===== config.mk =====
export PLATFORM = sky130hd
export DESIGN_NAME = cia402_drive_enable_sequencer_top_flat
export DESIGN_NICKNAME = d
export VERILOG_FILES = /design/src/hdl/cdes_pkg.sv /design/src/hdl/cdes_if.sv /design/src/hdl/cdes_step.sv /design/src/hdl/cia402_drive_enable_sequencer_top.sv /design/src/flat_wrapper.sv
export SDC_FILE = /design/constraint.sdc
export NUM_CORES = 1
export LEC_CHECK = 0
export ABC_AREA = 1
export BUFFER_PORTS_ARGS = -buffer_cell sky130_fd_sc_hd__buf_2
export CAP_MARGIN = 25
export CORE_UTILIZATION = 50
export DETAILED_ROUTE_END_ITERATION = 16
export PLACE_DENSITY_LB_ADDON = 0.2
export SYNTH_ARGS = -nofsm -noshare
export SYNTH_HDL_FRONTEND = slang
export SYNTH_SLANG_ARGS = --single-unit

===== constraint.sdc =====
create_clock -name clk_i -period 13.6 [get_ports clk_i]
set_input_delay 0.68 -clock clk_i [delete_from_list [all_inputs] [get_ports clk_i]]
set_output_delay 0.68 -clock clk_i [all_outputs]
set_load 0.01 [all_outputs]

===== src/hdl/cdes_pkg.sv =====
// Shared types, codes and decode function for the CiA 402 drive enable sequencer.
// No dependencies; every other file of the block depends on this package.
`default_nettype none

package cdes_pkg;

  localparam int POSITION_WIDTH_DEF = 32;
  localparam int COUNT_WIDTH_DEF    = 16;

  localparam int CFG_IDX_W  = 3;
  localparam int CFG_DATA_W = 31;

  // configuration register indexes
  localparam logic [CFG_IDX_W-1:0] REG_HOLD_LOW       = 3'd0;
  localparam logic [CFG_IDX_W-1:0] REG_RECOVERY_WAIT  = 3'd1;
  localparam logic [CFG_IDX_W-1:0] REG_MAX_ATTEMPTS   = 3'd2;
  localparam logic [CFG_IDX_W-1:0] REG_TARGET_MODE    = 3'd3;
  localparam logic [CFG_IDX_W-1:0] REG_LOCK_THRESHOLD = 3'd4;

  // register reset values
  localparam logic [15:0]        HOLD_LOW_RST      = 16'd5;
  localparam logic [15:0]        RECOVERY_WAIT_RST = 16'd100;
  localparam logic [7:0]         MAX_ATTEMPTS_RST  = 8'd3;
  localparam logic signed [7:0]  TARGET_MODE_RST   = 8'sd8;
  localparam logic [30:0]        LOCK_THRESH_RST   = 31'd1000;

  localparam logic signed [7:0] MODE_CSV = 8'sd9;
  localparam logic signed [7:0] MODE_CST = 8'sd10;

  localparam logic [7:0] ATTEMPT_MAX = 8'hFF;

  // controlwords
  localparam logic [15:0] CW_ZERO       = 16'h0000;
  localparam logic [15:0] CW_VOLTAGE    = 16'h0002;
  localparam logic [15:0] CW_SHUTDOWN   = 16'h0006;
  localparam logic [15:0] CW_DISABLE_OP = 16'h0007;
  localparam logic [15:0] CW_ENABLE_OP  = 16'h000F;
  localparam logic [15:0] CW_RESET      = 16'h0080;

  // statusword masks and patterns
  localparam logic [15:0] SW_MASK_BASE   = 16'h004F;
  localparam logic [15:0] SW_MASK_RUN    = 16'h006F;
  localparam logic [15:0] SW_REACTION    = 16'h000F;
  localparam logic [15:0] SW_FAULT       = 16'h0008;
  localparam logic [15:0] SW_NOT_READY   = 16'h0000;
  localparam logic [15:0] SW_DISABLED    = 16'h0040;
  localparam logic [15:0] SW_READY       = 16'h0021;
  localparam logic [15:0] SW_SWITCHED_ON = 16'h0023;
  localparam logic [15:0] SW_ENABLED     = 16'h0027;
  localparam logic [15:0] SW_QUICK_STOP  = 16'h0007;

  typedef enum logic [2:0] {
    ST_NOT_READY   = 3'd0,
    ST_DISABLED    = 3'd1,
    ST_READY       = 3'd2,
    ST_SWITCHED_ON = 3'd3,
    ST_ENABLED     = 3'd4,
    ST_QUICK_STOP  = 3'd5,
    ST_REACTION    = 3'd6,
    ST_FAULT       = 3'd7
  } cdes_state_e;

  typedef enum logic [2:0] {
    PH_IDLE = 3'd0,
    PH_HOLD = 3'd1,
    PH_EDGE = 3'd2,
    PH_WAIT = 3'd3,
    PH_PERM = 3'd4
  } cdes_phase_e;

  typedef struct packed {
    logic [15:0]        statusword;
    logic signed [7:0]  reported_mode;
    logic signed [31:0] measured_pos;
    logic signed [31:0] target_position;
    logic signed [31:0] target_velocity;
    logic signed [15:0] target_torque;
    logic               enable_request;
    logic               clear_attempts;
  } cdes_in_t;

  typedef struct packed {
    logic [15:0]        controlword;
    logic [2:0]         drive_state;
    logic               fault_flag;
    logic               operational;
    logic               position_locked;
    logic signed [31:0] safe_position;
    logic signed [31:0] safe_velocity;
    logic signed [15:0] safe_torque;
    logic [2:0]         reset_phase_out;
    logic [7:0]         attempts_out;
  } cdes_out_t;

  typedef struct packed {
    logic [15:0]       hold_low_cycles;
    logic [15:0]       recovery_wait_cycles;
    logic [7:0]        max_reset_attempts;
    logic signed [7:0] target_mode;
    logic [30:0]       lock_threshold;
  } cdes_cfg_t;

  // Base-mask checks (faults, not ready, disabled) first, run states on wider mask.
  function automatic cdes_state_e cdes_decode(logic [15:0] sw);
    logic [15:0] b;
    logic [15:0] r;
    b = sw & SW_MASK_BASE;
    r = sw & SW_MASK_RUN;
    if (b == SW_REACTION)         return ST_REACTION;
    else if (b == SW_FAULT)       return ST_FAULT;
    else if (b == SW_NOT_READY)   return ST_NOT_READY;
    else if (b == SW_DISABLED)    return ST_DISABLED;
    else if (r == SW_READY)       return ST_READY;
    else if (r == SW_SWITCHED_ON) return ST_SWITCHED_ON;
    else if (r == SW_ENABLED)     return ST_ENABLED;
    else if (r == SW_QUICK_STOP)  return ST_QUICK_STOP;
    else                          return ST_NOT_READY;
  endfunction

endpackage

`default_nettype wire


===== src/hdl/cdes_if.sv =====
// Valid/ready channel interfaces for input items and result items.
// Depends on cdes_pkg for the payload structs.
`default_nettype none

interface cdes_in_if;
  logic               valid;
  logic               ready;
  cdes_pkg::cdes_in_t data;

  modport source (output valid, output data, input ready);
  modport sink   (input valid, input data, output ready);
endinterface

interface cdes_out_if;
  logic                valid;
  logic                ready;
  cdes_pkg::cdes_out_t data;

  modport source (output valid, output data, input ready);
  modport sink   (input valid, input data, output ready);
endinterface

`default_nettype wire


===== src/hdl/cdes_step.sv =====
// One control cycle of the sequencer: statusword decode, fault reset sequencer,
// position lock and target gating, with the state registers. Depends on cdes_pkg.
`default_nettype none

module cdes_step #(
  parameter int POSITION_WIDTH = cdes_pkg::POSITION_WIDTH_DEF,
  parameter int COUNT_WIDTH    = cdes_pkg::COUNT_WIDTH_DEF
) (
  input  logic                clk_i,
  input  logic                rst_ni,
  input  logic                step_i,
  input  cdes_pkg::cdes_cfg_t cfg_i,
  input  cdes_pkg::cdes_in_t  item_i,
  output cdes_pkg::cdes_out_t res_o
);
  import cdes_pkg::*;

  localparam int CMP_W  = (COUNT_WIDTH > 16) ? COUNT_WIDTH : 16;
  localparam int DIST_W = 33;

  cdes_phase_e phase_q, phase_d;
  logic [COUNT_WIDTH-1:0] hold_q, hold_d;
  logic [COUNT_WIDTH-1:0] rec_q, rec_d;
  logic [7:0] att_q, att_d;
  logic was_en_q, was_en_d;
  logic lock_q, lock_d;

  cdes_state_e state;
  logic        send_reset;

  logic signed [POSITION_WIDTH-1:0] act_n;
  logic signed [POSITION_WIDTH-1:0] tgt_n;
  logic signed [POSITION_WIDTH:0]   diff;
  logic [POSITION_WIDTH:0]          gap;
  logic                             near;

  assign state = cdes_decode(item_i.statusword);

  assign act_n = item_i.measured_pos[POSITION_WIDTH-1:0];
  assign tgt_n = item_i.target_position[POSITION_WIDTH-1:0];
  assign diff  = (POSITION_WIDTH+1)'(tgt_n) - (POSITION_WIDTH+1)'(act_n);
  assign gap   = diff[POSITION_WIDTH] ? (POSITION_WIDTH+1)'(-diff)
                                      : (POSITION_WIDTH+1)'(diff);
  assign near  = DIST_W'(gap) <= DIST_W'(cfg_i.lock_threshold);

  // Fault reset sequencer: next phase, counters and attempt count.
  always_comb begin
    cdes_phase_e            ph_c;
    logic [COUNT_WIDTH-1:0] h_c;
    logic [COUNT_WIDTH-1:0] r_c;
    logic [COUNT_WIDTH-1:0] inc;
    logic [7:0]             a_c;
    ph_c = phase_q;
    h_c  = hold_q;
    r_c  = rec_q;
    a_c  = att_q;
    inc  = '0;
    send_reset = 1'b0;
    if (item_i.clear_attempts) begin
      ph_c = PH_IDLE;
      h_c  = '0;
      r_c  = '0;
      a_c  = '0;
    end
    phase_d = ph_c;
    hold_d  = h_c;
    rec_d   = r_c;
    att_d   = a_c;
    if (state != ST_FAULT && state != ST_REACTION) begin
      phase_d = PH_IDLE;
      hold_d  = '0;
      rec_d   = '0;
    end else if (state == ST_FAULT) begin
      if (a_c >= cfg_i.max_reset_attempts) begin
        phase_d = PH_PERM;
      end else begin
        // start a fresh sequence from idle
        if (ph_c == PH_IDLE) begin
          ph_c = PH_HOLD;
          h_c  = '0;
          r_c  = '0;
        end
        phase_d = ph_c;
        hold_d  = h_c;
        rec_d   = r_c;
        unique case (ph_c)
          PH_HOLD: begin
            inc = (h_c == '1) ? h_c : h_c + 1'b1;
            if (CMP_W'(inc) >= CMP_W'(cfg_i.hold_low_cycles)) begin
              phase_d = PH_EDGE;
              hold_d  = '0;
            end else begin
              hold_d = inc;
            end
          end
          PH_EDGE: begin
            att_d      = (a_c == ATTEMPT_MAX) ? a_c : a_c + 8'd1;
            send_reset = 1'b1;
            phase_d    = PH_WAIT;
            rec_d      = '0;
          end
          PH_WAIT: begin
            inc = (r_c == '1) ? r_c : r_c + 1'b1;
            if (CMP_W'(inc) >= CMP_W'(cfg_i.recovery_wait_cycles)) begin
              phase_d = PH_HOLD;
              hold_d  = '0;
              rec_d   = '0;
            end else begin
              rec_d = inc;
            end
          end
          default: begin
            phase_d = ph_c;
          end
        endcase
      end
    end
  end

  // Controlword, lock and target gating.
  always_comb begin
    logic lock_in;
    logic velo_mode;
    lock_in   = was_en_q ? lock_q : 1'b1;
    velo_mode = (cfg_i.target_mode == MODE_CSV) || (cfg_i.target_mode == MODE_CST);
    res_o = '0;
    res_o.safe_position = 32'(act_n);
    lock_d   = 1'b1;
    was_en_d = 1'b0;
    if (state == ST_ENABLED) begin
      was_en_d = 1'b1;
      res_o.controlword = item_i.enable_request ? CW_ENABLE_OP : CW_DISABLE_OP;
      lock_d = lock_in;
      if (velo_mode) begin
        if (was_en_q) begin
          lock_d = 1'b0;
          res_o.safe_velocity = item_i.target_velocity;
          res_o.safe_torque   = item_i.target_torque;
          res_o.operational   = 1'b1;
        end
      end else begin
        if (lock_in && near) begin
          lock_d = 1'b0;
        end
        if (!lock_d) begin
          res_o.safe_position = 32'(tgt_n);
          res_o.safe_velocity = item_i.target_velocity;
          res_o.safe_torque   = item_i.target_torque;
          res_o.operational   = 1'b1;
        end
      end
    end else begin
      unique case (state)
        ST_DISABLED:    res_o.controlword = item_i.enable_request ? CW_SHUTDOWN : CW_ZERO;
        ST_READY:       res_o.controlword =
                          (item_i.enable_request && item_i.reported_mode == cfg_i.target_mode)
                          ? CW_ENABLE_OP : CW_SHUTDOWN;
        ST_SWITCHED_ON: res_o.controlword = item_i.enable_request ? CW_ENABLE_OP : CW_SHUTDOWN;
        ST_QUICK_STOP:  res_o.controlword = CW_VOLTAGE;
        ST_FAULT:       res_o.controlword = send_reset ? CW_RESET : CW_ZERO;
        default:        res_o.controlword = CW_ZERO;
      endcase
    end
    res_o.drive_state     = state;
    res_o.fault_flag      = (state == ST_FAULT) || (state == ST_REACTION);
    res_o.position_locked = lock_d;
    res_o.reset_phase_out = phase_d;
    res_o.attempts_out    = att_d;
  end

  always_ff @(posedge clk_i or negedge rst_ni) begin
    if (!rst_ni) begin
      phase_q  <= PH_IDLE;
      hold_q   <= '0;
      rec_q    <= '0;
      att_q    <= '0;
      was_en_q <= 1'b0;
      lock_q   <= 1'b1;
    end else if (step_i) begin
      phase_q  <= phase_d;
      hold_q   <= hold_d;
      rec_q    <= rec_d;
      att_q    <= att_d;
      was_en_q <= was_en_d;
      lock_q   <= lock_d;
    end
  end

  a_fault_cw: assert property (@(posedge clk_i) disable iff (!rst_ni)
    res_o.fault_flag |-> (res_o.controlword == CW_ZERO || res_o.controlword == CW_RESET))
    else $error("fault state sent a run controlword");

  a_reset_only_in_fault: assert property (@(posedge clk_i) disable iff (!rst_ni)
    res_o.controlword == CW_RESET |-> res_o.drive_state == ST_FAULT)
    else $error("reset edge outside fault state");

  a_oper_unlocked: assert property (@(posedge clk_i) disable iff (!rst_ni)
    res_o.operational |-> (!res_o.position_locked && res_o.drive_state == ST_ENABLED))
    else $error("targets passed while locked or not enabled");

  a_att_monotonic: assert property (@(posedge clk_i) disable iff (!rst_ni)
    (step_i && !item_i.clear_attempts) |=> att_q >= $past(att_q))
    else $error("attempt count dropped without clear");

  a_hold_idle: assert property (@(posedge clk_i) disable iff (!rst_ni)
    (step_i && state != ST_FAULT && state != ST_REACTION)
      |=> (phase_q == PH_IDLE && hold_q == '0 && rec_q == '0))
    else $error("reset sequence not cleared outside fault");

endmodule

`default_nettype wire


===== src/hdl/cia402_drive_enable_sequencer_top.sv =====
// CiA 402 drive enable sequencer: each accepted input beat is registered, stepped
// through the sequencer and lands in a result register, so each result passes the
// input register and then the result register, and one beat per clock is sustained
// while the output is ready. Configuration writes take effect on the next clock
// and must only happen while the block is empty. No clearing pass after reset.
// Depends on cdes_pkg, cdes_if and cdes_step.
`default_nettype none

module cia402_drive_enable_sequencer_top #(
  parameter int POSITION_WIDTH = cdes_pkg::POSITION_WIDTH_DEF,
  parameter int COUNT_WIDTH    = cdes_pkg::COUNT_WIDTH_DEF
) (
  input  logic                            clk_i,
  input  logic                            rst_ni,
  cdes_in_if.sink                         in_if,
  cdes_out_if.source                      out_if,
  input  logic                            cfg_we_i,
  input  logic [cdes_pkg::CFG_IDX_W-1:0]  cfg_idx_i,
  input  logic [cdes_pkg::CFG_DATA_W-1:0] cfg_data_i
);
  import cdes_pkg::*;

  cdes_cfg_t cfg_q;
  logic      in_valid_q, in_valid_d;
  cdes_in_t  in_q;
  logic      out_valid_q, out_valid_d;
  cdes_out_t out_q;
  cdes_out_t res;
  logic      advance;
  logic      in_take;

  // move the held beat into the result register when that slot frees up
  assign advance      = in_valid_q && (!out_valid_q || out_if.ready);
  assign in_if.ready  = !in_valid_q || advance;
  assign in_take      = in_if.valid && in_if.ready;
  assign in_valid_d   = in_take ? 1'b1 : (advance ? 1'b0 : in_valid_q);
  assign out_valid_d  = advance ? 1'b1 : (out_if.ready ? 1'b0 : out_valid_q);
  assign out_if.valid = out_valid_q;
  assign out_if.data  = out_q;

  always_ff @(posedge clk_i or negedge rst_ni) begin
    if (!rst_ni) begin
      cfg_q.hold_low_cycles      <= HOLD_LOW_RST;
      cfg_q.recovery_wait_cycles <= RECOVERY_WAIT_RST;
      cfg_q.max_reset_attempts   <= MAX_ATTEMPTS_RST;
      cfg_q.target_mode          <= TARGET_MODE_RST;
      cfg_q.lock_threshold       <= LOCK_THRESH_RST;
    end else if (cfg_we_i) begin
      unique case (cfg_idx_i)
        REG_HOLD_LOW:       cfg_q.hold_low_cycles      <= cfg_data_i[15:0];
        REG_RECOVERY_WAIT:  cfg_q.recovery_wait_cycles <= cfg_data_i[15:0];
        REG_MAX_ATTEMPTS:   cfg_q.max_reset_attempts   <= cfg_data_i[7:0];
        REG_TARGET_MODE:    cfg_q.target_mode          <= cfg_data_i[7:0];
        REG_LOCK_THRESHOLD: cfg_q.lock_threshold       <= cfg_data_i[30:0];
        default: ;
      endcase
    end
  end

  always_ff @(posedge clk_i or negedge rst_ni) begin
    if (!rst_ni) begin
      in_valid_q  <= 1'b0;
      out_valid_q <= 1'b0;
    end else begin
      in_valid_q  <= in_valid_d;
      out_valid_q <= out_valid_d;
    end
  end

  always_ff @(posedge clk_i) begin
    if (in_take) begin
      in_q <= in_if.data;
    end
    if (advance) begin
      out_q <= res;
    end
  end

  cdes_step #(
    .POSITION_WIDTH (POSITION_WIDTH),
    .COUNT_WIDTH    (COUNT_WIDTH)
  ) u_step (
    .clk_i  (clk_i),
    .rst_ni (rst_ni),
    .step_i (advance),
    .cfg_i  (cfg_q),
    .item_i (in_q),
    .res_o  (res)
  );

endmodule

`default_nettype wire

===== src/flat_wrapper.sv =====
// flat-port wrapper written by rule: the top's interface ports become plain ports
module cia402_drive_enable_sequencer_top_flat import cdes_pkg::*;
#(
  parameter int POSITION_WIDTH = cdes_pkg::POSITION_WIDTH_DEF,
  parameter int COUNT_WIDTH    = cdes_pkg::COUNT_WIDTH_DEF
)
  (clk_i, rst_ni, cfg_we_i, cfg_idx_i, cfg_data_i, in_if_valid, in_if_data, in_if_ready, out_if_valid, out_if_data, out_if_ready);
  cdes_in_if in_if_i ();
  cdes_out_if out_if_i ();
  input  logic clk_i;
  input  logic rst_ni;
  input  logic cfg_we_i;
  input  logic [cdes_pkg::CFG_IDX_W-1:0] cfg_idx_i;
  input  logic [cdes_pkg::CFG_DATA_W-1:0] cfg_data_i;
  input wire logic [$bits(in_if_i.valid)-1:0] in_if_valid;
  input wire logic [$bits(in_if_i.data)-1:0] in_if_data;
  output wire logic [$bits(in_if_i.ready)-1:0] in_if_ready;
  output wire logic [$bits(out_if_i.valid)-1:0] out_if_valid;
  output wire logic [$bits(out_if_i.data)-1:0] out_if_data;
  input wire logic [$bits(out_if_i.ready)-1:0] out_if_ready;
  assign in_if_i.valid = in_if_valid;
  assign in_if_i.data = in_if_data;
  assign in_if_ready = in_if_i.ready;
  assign out_if_valid = out_if_i.valid;
  assign out_if_data = out_if_i.data;
  assign out_if_i.ready = out_if_ready;
  cia402_drive_enable_sequencer_top #(.POSITION_WIDTH(POSITION_WIDTH), .COUNT_WIDTH(COUNT_WIDTH)) u_core (.clk_i(clk_i), .rst_ni(rst_ni), .in_if(in_if_i), .out_if(out_if_i), .cfg_we_i(cfg_we_i), .cfg_idx_i(cfg_idx_i), .cfg_data_i(cfg_data_i));
endmodule

Word level (Yosys, flattened, before mapping)
Index checks and enable logic that the tools add are counted.
{ "word_totals": {"wordCells": 170, "reg_bits": 368, "input_bits": 177} }
{ "op_classes": {"addsub": 5, "n_lt_le_gt_ge": 4, "n_reduce_logical": 21, "eq_ne": 29, "n_mux": 80} }
{ "op_table": {"columns": ["cell", "count"], "rows": [
  ["$mux W16", 21],
  ["$mux W80", 2],
  ["$mux W48", 2],
  ["$mux W8", 8],
  ["$pmux W16 S2", 2],
  ["$mux W3", 19],
  ["$pmux W8 S5", 1],
  ["$le A33 B31 Y1", 1],
  ["$mux W33", 1],
  ["$neg A33 Y33", 1],
  ["$sub A32 B32 Y33", 1],
  ["$add A16 B1 Y16 const B", 2],
  ["$eq A16 B16 Y1 const B", 2],
  ["$ge A16 B16 Y1", 2],
  ["$mux W32", 1],
  ["$mux W1", 19],
  ["$eq A3 B2 Y1 const B", 6],
  ["$eq A6 B5 Y1 const B", 3],
  ["$eq A8 B5 Y1 const B", 2],
  ["$logic_not A16 Y1", 1],
  ["$eq A3 B3 Y1 const B", 5],
  ["$mux W4", 3],
  ["$eq A5 B4 Y1 const B", 2],
  ["$reduce_and A2 Y1", 5],
  ["other kinds (14)", 27]
]} }

Longest topological paths before layout
Gate-level depths: netlist of the first run.
{ "logic_depth": {"word_depth": 20, "mapped_depth": 39, "ltp_nobuf": 37} }

By module
A second synthesis of the first run with hierarchy kept.
{ "unflattened": {"cells_unflattened": 2414, "area_unflattened_um2": 20885.0} }
{ "by_module_without_submodules": {"columns": ["module", "cells_per_inst", "instances", "area_per_inst_um2"], "rows": [
  ["cia402_drive_enable_sequencer_top", 615, 1, 10800.4],
  ["cdes_step", 1799, 1, 10084.7]
]} }

Worst setup path before layout of the first run
OpenSTA, ideal clock, no wires.
{ "synth_timing": {"path_type": "flip-flop to flip-flop", "start": "reg u_core.in_q[82] (netlist bit)", "end": "reg u_core.out_q (netlist bit u_core.out_if.data[60]), data pin", "path_stages_with_launch": 39, "setup_slack_ps": 9294, "t_arrival_ps": 4051, "path_cell_list": "edfxtp_1 -> ha_1 -> fa_1 -> inv_1 -> nand2_1 -> nand2_1 -> nand3_1 -> nand2_1 -> nand2_1 -> nand2_1 -> nand2_1 -> inv_1 -> nand2_1 -> nor2_1 -> nand3_1 -> nor2_2 -> nand3_2 -> o21ai_0 -> [3 not listed] -> nand2_1 -> inv_1 -> nand3_1 -> inv_1 -> nand2_1 -> inv_1 -> nand2_1 -> nand2_1 -> nand2_1 -> a21oi_1 -> nor2_1 -> nand2_1 -> nand2_2 -> nand2_4 -> buf_8 -> buf_12 -> nand2_1 -> o21ai_2"} }
{ "synth_lines": {"columns": ["element", "line", "rtl"], "rows": [
  ["start, declared", "cia402_drive_enable_sequencer_top.sv:25", "cdes_in_t in_q;"],
  ["start signal, assigned", "cia402_drive_enable_sequencer_top.sv:72", "in_q <= in_if.data;"],
  ["end signal, assigned", "cia402_drive_enable_sequencer_top.sv:75", "out_q <= res;"],
  ["end, declared", "cia402_drive_enable_sequencer_top.sv:27", "cdes_out_t out_q;"]
]} }

Final worst setup path of the first run
{ "layout_timing": {"start": "reg u_core.in_q[82] (netlist bit)", "end": "reg u_core.out_q (netlist bit u_core.out_if.data[44]), data pin"} }
{ "layout_via": {"elab_chain_cells": 10} }
{ "layout_lines": {"columns": ["element", "line", "rtl"], "rows": [
  ["$sub A32 B32 Y33 (*)", "cdes_step.sv:41", "assign diff = (POSITION_WIDTH+1)'(tgt_n) - (POSITION_WIDTH+1)'(act_n);"],
  ["$neg A33 Y33", "cdes_step.sv:42", "assign gap = diff[POSITION_WIDTH] ? (POSITION_WIDTH+1)'(-diff)"],
  ["$mux W33 (*)", "cdes_step.sv:42", null],
  ["$le A33 B31 Y1 (*)", "cdes_step.sv:44", "assign near = DIST_W'(gap) <= DIST_W'(cfg_i.lock_threshold);"],
  ["$logic_and A1 B1 Y1 (*)", "cdes_step.sv:142", "if (lock_in && near) begin"],
  ["$mux W1 (*)", "cdes_step.sv:142", null],
  ["$mux W1 (*)", "cdes_step.sv:134", "if (velo_mode) begin"],
  ["$mux W1 (*)", "cdes_step.sv:130", "if (state == ST_ENABLED) begin"],
  ["$mux W80 (*)", "cdes_step.sv:145", "if (!lock_d) begin"],
  ["$mux W48 (*)", "cdes_step.sv:134", null]
]} }
Every way passes the cells marked *; elsewhere a longest branch is shown, timed or not. The select of a mux whose other input is x is not followed.
A chain may end at the register's enable or synchronous reset.

==> run metrics, run 1 <==
cell area after layout=approximately 23,000 sq um; worst r2r path cells=32; post-synthesis async set-or-reset flop share=0.354; part of the power in combinational logic=0.227; Crit Path Category=register to register; #FFs+latches synth=356; largest net degree at the start of global routing=85; total area of sequential cells=10,100 sq um; Post-DP HPWL=37,000 um; Max Slew Vio Count=0; Die Width=approximately 200 um; Routed WL=about 50,000 um; Clock Pin Slew Worst Setup and Hold Paths=~0.07 ns; detailed-route wire length per cell=about 16 um; Lkg Pwr=around 0.011 uW; Largest stage delay, worst path=approximately 0.7 ns; max_cap viols=0; P_sw=around 950 uW; Max transition margin=0.344; Num CTS Buffers=39; Layout area overhead=15.2%; diode count=0; yosys warns=0; synth unique cells=62; top-area cell type share of the netlist area=0.345; # DRC=0; critical path data arrival time=between 7 and 8 ns; drt via density=between 5 and 6; CP Max Fanout=84; Sw Share=0.309; Post-synth EDFFs=between 200 and 250; Final Hold Slack=0.175 ns; CTS Hold Bufs=0; setup TNS=0 ns; maximum VDD drop=0.000105 V; Clock Power Share=0.336; row count=72; clock root buffer master=clkbuf_16; Worst Max-Slew Pin Slew=roughly 1 ns; first-pass GRT wire length=80,000 um; Reg2Reg Setup Slack=between 6 and 7 ns; RSZ-0062 raised after global routing=false; Final ANT Viol Nets=0; Critical Path RT=around 14 ns; sequential share of power=0.437; H-tree levels=2; CP most frequent cell=nand2_1; vias in the first global route=about 16,000; post-CTS repair timing setup buffer count=0; share of the yosys chip area belonging to registers=0.503; nets=about 2,900; syn_area_per_cell=roughly 8.7 sq um; DRT Pass-1 Iters=5; Worst path slowest cell=nand2_4; core area=39,100 sq um; Tot GR Track Use=0.247; final hold violations=0; post-layout util=0.590; P per Cell Area=around 130 nW/um^2; Post-Synthesis Cells=2,310; Area contributors post-synth=edfxtp_1, dfrtp_1, nand2_1; final-layout fill cell count=3,498; count leader, synth=nand2_1; worst hold path class=input port to asynchronous set/reset pin; initial DRC count=between 1,000 and 1,500; prevailing post-synth register cell=edfxtp_1; die area=between 40,000 and 50,000 sq um; P_int=between 2000 and 2500 uW; dominant cell type by area after synthesis=edfxtp_1; CTS tree=yes; share of layout cells above drive strength 1=0.168; Synth top cells by count=nand2_1, inv_1, edfxtp_1; fmax=between 100 and 150 MHz; initial antenna violation count=5; CP Capture Type=register; Final min period=about 6.8 ns; status=completed; DIE HEIGHT=202 um; area occupied by multi-input gates=a little over 8000 sq um; period utilization=0.502; clock latency on the worst-skew pair=about 0.57 ns; PostCTS Resize Cnt=0; grt ovf=0; starting density of the core=0.513; vias post-DR=between 15,000 and 20,000; mapped cell area=approximately 20,000 sq um; clk sink count=between 300 and 400; Worst setup SP type=register; Port Buffers=between 200 and 300; final setup violation count=0; Cell Area, Placed=roughly 22,000 sq um; RD Place Congestion=around 0.9; Fin Clk Skew=a little under 0.02 ns; # IOs=about 290; CTS Buffer Depth=3
-- cells by family (layout without fill, tap and decap cells) --
kind of cell	after synthesis	after routing	synth area share
AO/OA/AOI/OAI	339	339	0.0980
XOR/XNOR	57	57	0.0257
adder cells (fa/ha/maj)	108	108	0.0678
buffers and inverters	456	743	0.0944
flip-flops	356	356	0.503
multiplexers	1	1	0.000562
other	1	11	0.000187
AND/OR/NAND/NOR	992	992	0.211
-- sequential cells by signal (all words and copies together) (netlist names) --
| name | flops |
|---|---|
| u_core.cfg_q | 79 |
| u_core.in_q | 128 |
| u_core.in_valid_q | 1 |
| u_core.out_if.data | 102 |
| u_core.out_if.valid | 1 |
| u_core.u_step.att_q | 8 |
| u_core.u_step.hold_q | 16 |
| u_core.u_step.lock_q | 1 |
| u_core.u_step.phase_q | 3 |
| u_core.u_step.rec_q | 16 |
| u_core.u_step.was_en_q | 1 |
-- through the flow --
step,worst slack [ns],instances,total power (uW)
after detailed placement,6.72,3053,2050
after floorplan,9.29,2320,1830
after global placement,6.92,3051,2030
final,6.77,3125,3060
after CTS,6.70,3122,3090
after global routing,6.17,3125,3230
-- power by group through the flow --
stage,registers [uW],clock network (uW),logic [uW]
6_report,1340,1030,696
3_5_place_dp,1360,0,692
4_1_cts,1340,1050,696
5_1_grt,1350,1090,792
2_1_floorplan,1370,0,459
3_3_place_gp,1360,0,673
-- path summary, 6_finish.rpt --
kind / startpoint / endpoint
worst max-delay path: u_core.in_q[82]$_DFFE_PP_ / u_core.out_if.data[44]$_SDFFCE_PN0P_
max in group asynchronous: rst_ni / u_core.cfg_q[34]$_DFFE_PN1P_
worst min-delay path: rst_ni / u_core.cfg_q[13]$_DFFE_PN0P_
min in group clk_i: in_if_data[86] / u_core.in_q[86]$_DFFE_PP_
worst min register to register: u_core.u_step.lock_q$_DFFE_PN1P_ / u_core.u_step.lock_q$_DFFE_PN1P_
worst max register to register: u_core.in_q[82]$_DFFE_PP_ / u_core.out_if.data[44]$_SDFFCE_PN0P_
-- per-layer routing --
metal  global-route usage  up-vias  part of all wire
met5                    0        -            0.0013
met4               0.0943       10             0.035
met3               0.0489      114             0.064
met2                0.413      452              0.47
met1                0.315     7429              0.43
li1                     -     8030                 -
-- cell usage in the layout (no fill, tap or decap), types with 4 or more instances in the layout --
cell type  count
inv_1        369
o22ai_1       13
dfrtp_1      111
o31ai_1        4
xnor2_1       24
edfxtp_1     230
nor2_4         5
conb_1        11
o21ai_1       12
xor2_1        31
a21boi_0      25
a21boi_1      18
nor2_2        15
clkbuf_16     39
nand3_1      112
nor2_1       166
o211ai_1       6
nand2_1      600
buf_2        269
nor3_2         4
a221oi_1       7
dfstp_2       15
a21oi_1       92
nor3_1        19
clkinv_2       7
nand3b_1      12
inv_2         14
clkbuf_1       9
clkinv_1       7
a31oi_1        4
nand4_1       24
o21ai_0      137
buf_4         11
nand3_2        8
nand2_2       14
a21boi_2       6
ha_1         107
-- worst max-delay path: cells and delay by family (launching register included) --
family	cells	cell delay, ns
AOI/OAI and AO/OA	2	0.44
buffers and inverters	5	1.00
and+or+nand+nor	21	3.29
xor gates and xnor gates	1	0.22
DFF	1	0.46
adders and majority gates	3	0.96
-- area by class of cell --
class,instances,area share
repair buffers,285,0.0667
inverters,389,0.0635
multi-input cells,1508,0.352
well taps,518,0.0281
flip-flops and latches,356,0.437
clock buffers,50,0.0449
clock inverters,19,0.00835
Note: power is estimated with default switching activity, not from simulation.
==> run 2: changes to the inputs <==
==> constraint.sdc (replaced) <==
create_clock -name clk_i -period 6.3 [get_ports clk_i]
set_input_delay 0.315 -clock clk_i [delete_from_list [all_inputs] [get_ports clk_i]]
set_output_delay 0.315 -clock clk_i [all_outputs]
set_load 0.01 [all_outputs]
==> run 2 against run 1 <==
Effect of this change:
- flip-flop and latch count unchanged
- critical path depth did not move
- register-to-register slack lost 5.8 ns
- combinational power rose by 130%
- global-route usage up 2.2 points
- first-iteration DRC count increased by 27%
- setup slack got worse by 5.8 ns
- non-clock buffer count grew 149
- largest cell class unchanged
- clock power rose by 130%
- clock-buffer cell count is 3 higher
==> run metrics, run 2 (same netlist as run 1, synthesis figures left out) <==
CTS Buffer Depth=3 (unchanged); Largest stage delay, worst path=0.42 ns (-0.29 ns); PostCTS Resize Cnt=0 (unchanged); Post-DP HPWL=37,400 um (+1.1%); CP most frequent cell=nand2_1; initial DRC count=1,293 (+27%); Worst setup SP type=register; DIE HEIGHT=202 um (unchanged); Worst Max-Slew Pin Slew=0.934 ns (-0.0483 ns); maximum VDD drop=0.000270 V (+160%); clock root buffer master=clkbuf_16; # DRC=0 (unchanged); Lkg Pwr=0.0118 uW (+5.9%); CP Capture Type=register; Post-Place Worst Slack=0.965 ns (-5.75 ns); RSZ-0062 raised after global routing=false; vias post-DR=16,900 (+5.5%); CTS tree=yes; P per Cell Area=276 nW/um^2 (+110%); Fin Clk Skew=0.0195 ns (-0.000302 ns); core area=39,100 sq um (unchanged); most frequent cells in the layout=nand2_1, inv_1, buf_2, edfxtp_1, nor2_1; critical path data arrival time=5.78 ns (-1.29 ns); status=completed; die area=40,900 sq um (unchanged); period utilization=0.848 (+0.346); nets=3,014 (+5.2%); row count=72 (unchanged); Max transition margin=0.376 (+0.0323); Tot GR Track Use=0.268 (+0.0216); detailed-route wire length per cell=16.5 um (+2.5%); final hold violations=0 (unchanged); DRT Pass-1 Iters=5 (unchanged); Crit Path Category=register to register; final setup violation count=0 (unchanged); Num CTS Buffers=40 (+2.6%); largest net degree at the start of global routing=80 (-5.9%); H-tree levels=2 (unchanged); max_cap viols=0 (unchanged); # IOs=292 (unchanged); Hold Crit Start=cfg_data_i[18]; total power=6800 uW (+120%); Crit. Startpoint=u_core.in_q[82]$_DFFE_PP_; CP Max Fanout=25 (-70%); final setup margin=0.955 ns (-5.81 ns); starting density of the core=0.513 (unchanged); Die Width=202 um (unchanged); clk sink count=356 (unchanged); worst r2r src=u_core.in_q[82]$_DFFE_PP_; fmax=187 MHz (+28%); Clock Pin Slew Worst Setup and Hold Paths=0.06 ns (about the same); Routed WL=54,000 um (+7.6%); Max Slew Vio Count=0 (unchanged); number of flip-flops in the largest register=128 (unchanged); Critical Path RT=6.73 ns (-7.11 ns); Top reg by flops=u_core.in_q; setup TNS=0 ns (unchanged); RD Place Congestion=0.924 (+0.71%); share of layout cells above drive strength 1=0.163 (-0.00458); Layout area overhead=22.8%; commonest non-fill, non-tap cell in the layout=nand2_1; Port Buffers=270 (unchanged); post-layout util=0.630 (+0.0393); Final ANT Viol Nets=0 (unchanged); drt via density=5.16 (+0.49%); vias in the first global route=16,900 (+8.6%); Worst path slowest cell=fa_1; initial antenna violation count=3 (-2); first-pass GRT wire length=87,100 um (+8.8%); Final min period=5.34 ns (-1.49 ns); clock latency on the worst-skew pair=0.57 ns (about the same); worst hold path class=input port to register; grt ovf=0 (unchanged)
## run 2: cell type report
class / count / area, sq um
diodes: 3 / 7.51
clock buffers: 53 / 1090
clock inverters: 20 / 204
fillers: 3303 / 14500
inverters: 389 / 1470
multi-input cells: 1508 / 8120
flip-flops and latches: 356 / 10100
well taps: 518 / 648
repair buffers: 434 / 3010
## run 2: repair_timing
action / in CTS / in global routing
buffers inserted: 0 / 0
hold endpoints to repair: 205 / 0
hold buffers: 137 / 0
## run 2: path summary, 6_finish.rpt
path | end | slack, ns | depth (start not counted)
worst min-delay path | u_core.cfg_q[18]$_DFFE_PN0P_ | 0.02 | 3
worst min register to register | u_core.u_step.lock_q$_DFFE_PN1P_ | 0.48 | 2
max in group asynchronous | u_core.cfg_q[4]$_DFFE_PN0P_ | 4.71 | 4
worst max register to register | u_core.out_if.data[79]$_DFFE_PP_ | 0.96 | 32
min in group asynchronous | u_core.u_step.hold_q[10]$_DFFE_PN0P_ | 0.28 | 2
worst max-delay path | u_core.out_if.data[79]$_DFFE_PP_ | 0.96 | 32
## run 2: metrics by stage
stage          area, sq um  instances  hold WS (ns)
2_1_floorplan        20100       2320        0.0194
5_1_grt              24600       3280        0.0378
4_1_cts              24500       3275       0.00191
3_3_place_gp         21800       3063         0.457
3_5_place_dp         21900       3065         0.474
6_report             24600       3281        0.0227
## run 2: per-layer routing
| layer | vias to the layer above | share of wire | GRT usage |
|---|---|---|---|
| met1 | 7932 | 0.41 | 0.335 |
| li1 | 8348 | - | - |
| met3 | 109 | 0.060 | 0.0376 |
| met4 | 0 | 0.030 | 0.0921 |
| met5 | - | 0 | 0 |
| met2 | 529 | 0.50 | 0.475 |
## run 2: worst max-delay path, delay by kind of cell (launching register included)
family          cells  cell delay (ns)
flops               1             0.41
compound gates      5             0.92
fa+ha+maj           3             1.00
simple gates       19             2.07
xor+xnor            1             0.18
buf+inv             4             0.62
## run 2: power breakdown
group	internal, uW	leakage (uW)	switching, uW
Clock	1350	0.000632	978
Combinational	583	0.00734	997
Sequential	2790	0.00382	109
==> run 3: changes to the inputs <==
==> constraint.sdc (replaced) <==
create_clock -name clk_i -period 4.9 [get_ports clk_i]
set_input_delay 0.245 -clock clk_i [delete_from_list [all_inputs] [get_ports clk_i]]
set_output_delay 0.245 -clock clk_i [all_outputs]
set_load 0.01 [all_outputs]
==> run 3 against run 2 <==
Effect of this change:
- clock skew down 0.0020 ns
- clock-buffer cell count is 1 higher
- setup slack worse by 0.84 ns
- routed wire length increased by 4.2%
- critical path depth did not move
- power grew 33%
- hold slack better by 0.055 ns
- register-to-register slack got worse by 0.84 ns
- design area is 7.3% higher
- clock power is 25% higher
- largest power group unchanged
==> run metrics, run 3 (same netlist as run 1, synthesis figures left out) <==
status=completed; total area of sequential cells=10,100 sq um (unchanged); nets=3,143 (+4.3%); initial antenna violation count=2 (-1); final-layout fill cell count=3,067 (-7.1%); clock root buffer master=clkbuf_16; Sw Share=0.315 (+0.00826); drt via density=5.14 (-0.29%); worst hold path class=input port to register; sequential share of power=0.412 (-0.014); core area=39,100 sq um (unchanged); clk sink count=356 (unchanged); Hold Crit Start=cfg_data_i[7]; CP Max Fanout=6 (-76%); most frequent cells in the layout=nand2_1, inv_1, buf_2, edfxtp_1, dlygate4sd3_1; CP Capture Type=register; maximum VDD drop=0.000362 V (+34%); Reg2Reg Setup Slack=0.12 ns (-0.84 ns); max_cap viols=0 (unchanged); worst r2r src=u_core.in_q[82]$_DFFE_PP_; DIE HEIGHT=202 um (unchanged); CTS tree=yes; Final min period=4.78 ns (-0.562 ns); final hold violations=0 (unchanged); M2 GR Usage=0.468 (-0.00650); final setup violation count=0 (unchanged); RD Place Congestion=0.944 (+2.2%); initial DRC count=1,158 (-10%); share of layout cells above drive strength 1=0.240 (+0.0769); Layout area overhead=31.8%; CP most frequent cell=nand2_2; Worst setup SP type=register; P_int=6210 uW (+32%); Port Buffers=270 (unchanged); met3 GRT Util=0.0410 (+0.00339); clock latency on the worst-skew pair=0.56 ns (about the same); critical path data arrival time=5.10 ns (-0.68 ns); Max transition margin=0.337 (-0.0385); Clock Power Share=0.320 (-0.022); starting density of the core=0.513 (unchanged); Top reg by flops=u_core.in_q; hold path cells=3 (unchanged); CTS Buffer Depth=3 (unchanged); part of the power in combinational logic=0.268 (+0.036); detailed-route wire length per cell=16.5 um (+0.35%); Worst Max-Slew Pin Slew=0.991 ns (+0.0576 ns); grt ovf=0 (unchanged); Lkg Pwr=0.0126 uW (+6.6%); met1 usage=0.337 (+0.00134); Num CTS Buffers=40 (unchanged); Final ANT Viol Nets=0 (unchanged); first-pass GRT wire length=87,900 um (+0.97%); area occupied by multi-input gates=8800 sq um (+8.4%); RSZ-0062 raised after global routing=true; vias in the first global route=17,400 (+2.9%); DRT Pass-1 Iters=5 (unchanged); Crit. Startpoint=u_core.in_q[82]$_DFFE_PP_; P_sw=2850 uW (+37%); Worst path slowest cell=fa_2; die area=40,900 sq um (unchanged); Post-DP HPWL=38,600 um (+3.2%); fmax=209 MHz (+12%); P per Cell Area=343 nW/um^2 (+24%); Fin Clk Skew=0.0175 ns (-0.00197 ns); Die Width=202 um (unchanged); number of flip-flops in the largest register=128 (unchanged); Cell Area, Placed=22,600 sq um (+3.4%); Tot GR Track Use=0.270 (+0.00154); Crit Path Category=register to register; row count=72 (unchanged); period utilization=0.976 (+0.128); worst r2r path cells=32 (unchanged); cell area after layout=26,400 sq um (+7.3%); Routed WL=56,300 um (+4.2%); H-tree levels=2 (unchanged); commonest non-fill, non-tap cell in the layout=nand2_1; Largest stage delay, worst path=0.62 ns (+0.20 ns); # DRC=0 (unchanged); gr busiest metal=met2; Clock Pin Slew Worst Setup and Hold Paths=0.06 ns (about the same); Max Slew Vio Count=0 (unchanged); largest net degree at the start of global routing=130 (+63%); # IOs=292 (unchanged); total power=9060 uW (+33%); Critical Path RT=5.22 ns (-1.51 ns); vias post-DR=17,500 (+3.6%)
==> run 3: cell count changes in the layout (fill, tap and decap cells not counted), sizes merged <==
cell         previous run  this run
buf                   297       404
bufinv                  3         2
clkbuf                 53        59
clkinv                 20        15
clkinvlp                1         3
diode                   3         2
dlygate4sd3           137       153
inv                   385       387
nand2                 616       617
==> run 3: layer usage <==
metal  vias up  wire (um)
met5         -          0
met4         0       2200
met3       129       3050
met2       531      27900
met1      8252      23100
li1       8610          -
==> run 3: power groups by stage <==
stage	registers, uW	logic [uW]	clock network, uW
CTS	3720	2120	2950
global placement	3770	1940	0
global route	3760	2700	3070
floorplan	3810	1270	0
detailed placement	3770	2020	0
finish	3730	2430	2900
==> run 3: worst paths after layout <==
path | endpoint
setup / recovery | u_core.out_if.data[88]$_DFFE_PP_
setup reg to reg | u_core.out_if.data[88]$_DFFE_PP_
max in group asynchronous | u_core.cfg_q[44]$_DFFE_PN0P_
hold / removal | u_core.cfg_q[46]$_DFFE_PN0P_
hold reg to reg | u_core.u_step.lock_q$_DFFE_PN1P_
min in group asynchronous | u_core.u_step.hold_q[12]$_DFFE_PN0P_
==> run 3: through the flow <==
step | std cells | TNS, ns | hold WS (ns) | util | worst slack [ns]
6_report | 3408 | 0 | 0.0779 | 0.676 | 0.117
5_1_grt | 3408 | -3.29 | 0.108 | 0.676 | -0.124
4_1_cts | 3384 | 0 | 0.0639 | 0.650 | 0.0422
3_5_place_dp | 3159 | -1.91 | 0.276 | 0.579 | -0.105
3_3_place_gp | 3158 | 0 | 0.273 | 0.578 | 0.0272
2_1_floorplan | 2320 | 0 | -0.0506 | - | 0.594
==> run 3: cell type report <==
type,count,area share
inverters,389,0.0555
clock buffers,54,0.0410
repair buffers,562,0.157
flip-flops and latches,356,0.381
multi-input cells,1509,0.333
well taps,518,0.0245
diodes,2,0.000189
clock inverters,18,0.00682
==> run 3: worst max-delay path, delay by kind of cell (launching register included) <==
family                     cells  cell delay, ns
xor gates and xnor gates       1            0.22
buffers and inverters          4            0.41
and+or+nand+nor               18            1.67
AOI/OAI and AO/OA              5            0.52
DFF                            1            0.43
adders and majority gates      4            1.29
==> run 3: timing repair <==
item | 4_1_cts | 5_1_grt
setup endpoints to repair | 81 | 102
gates cloned | 0 | 8
resized for setup | 4 | 197
buffers inserted | 0 | 13
pin swaps | 0 | 54
hold buffers | 153 | 0
hold endpoints to repair | 199 | 0
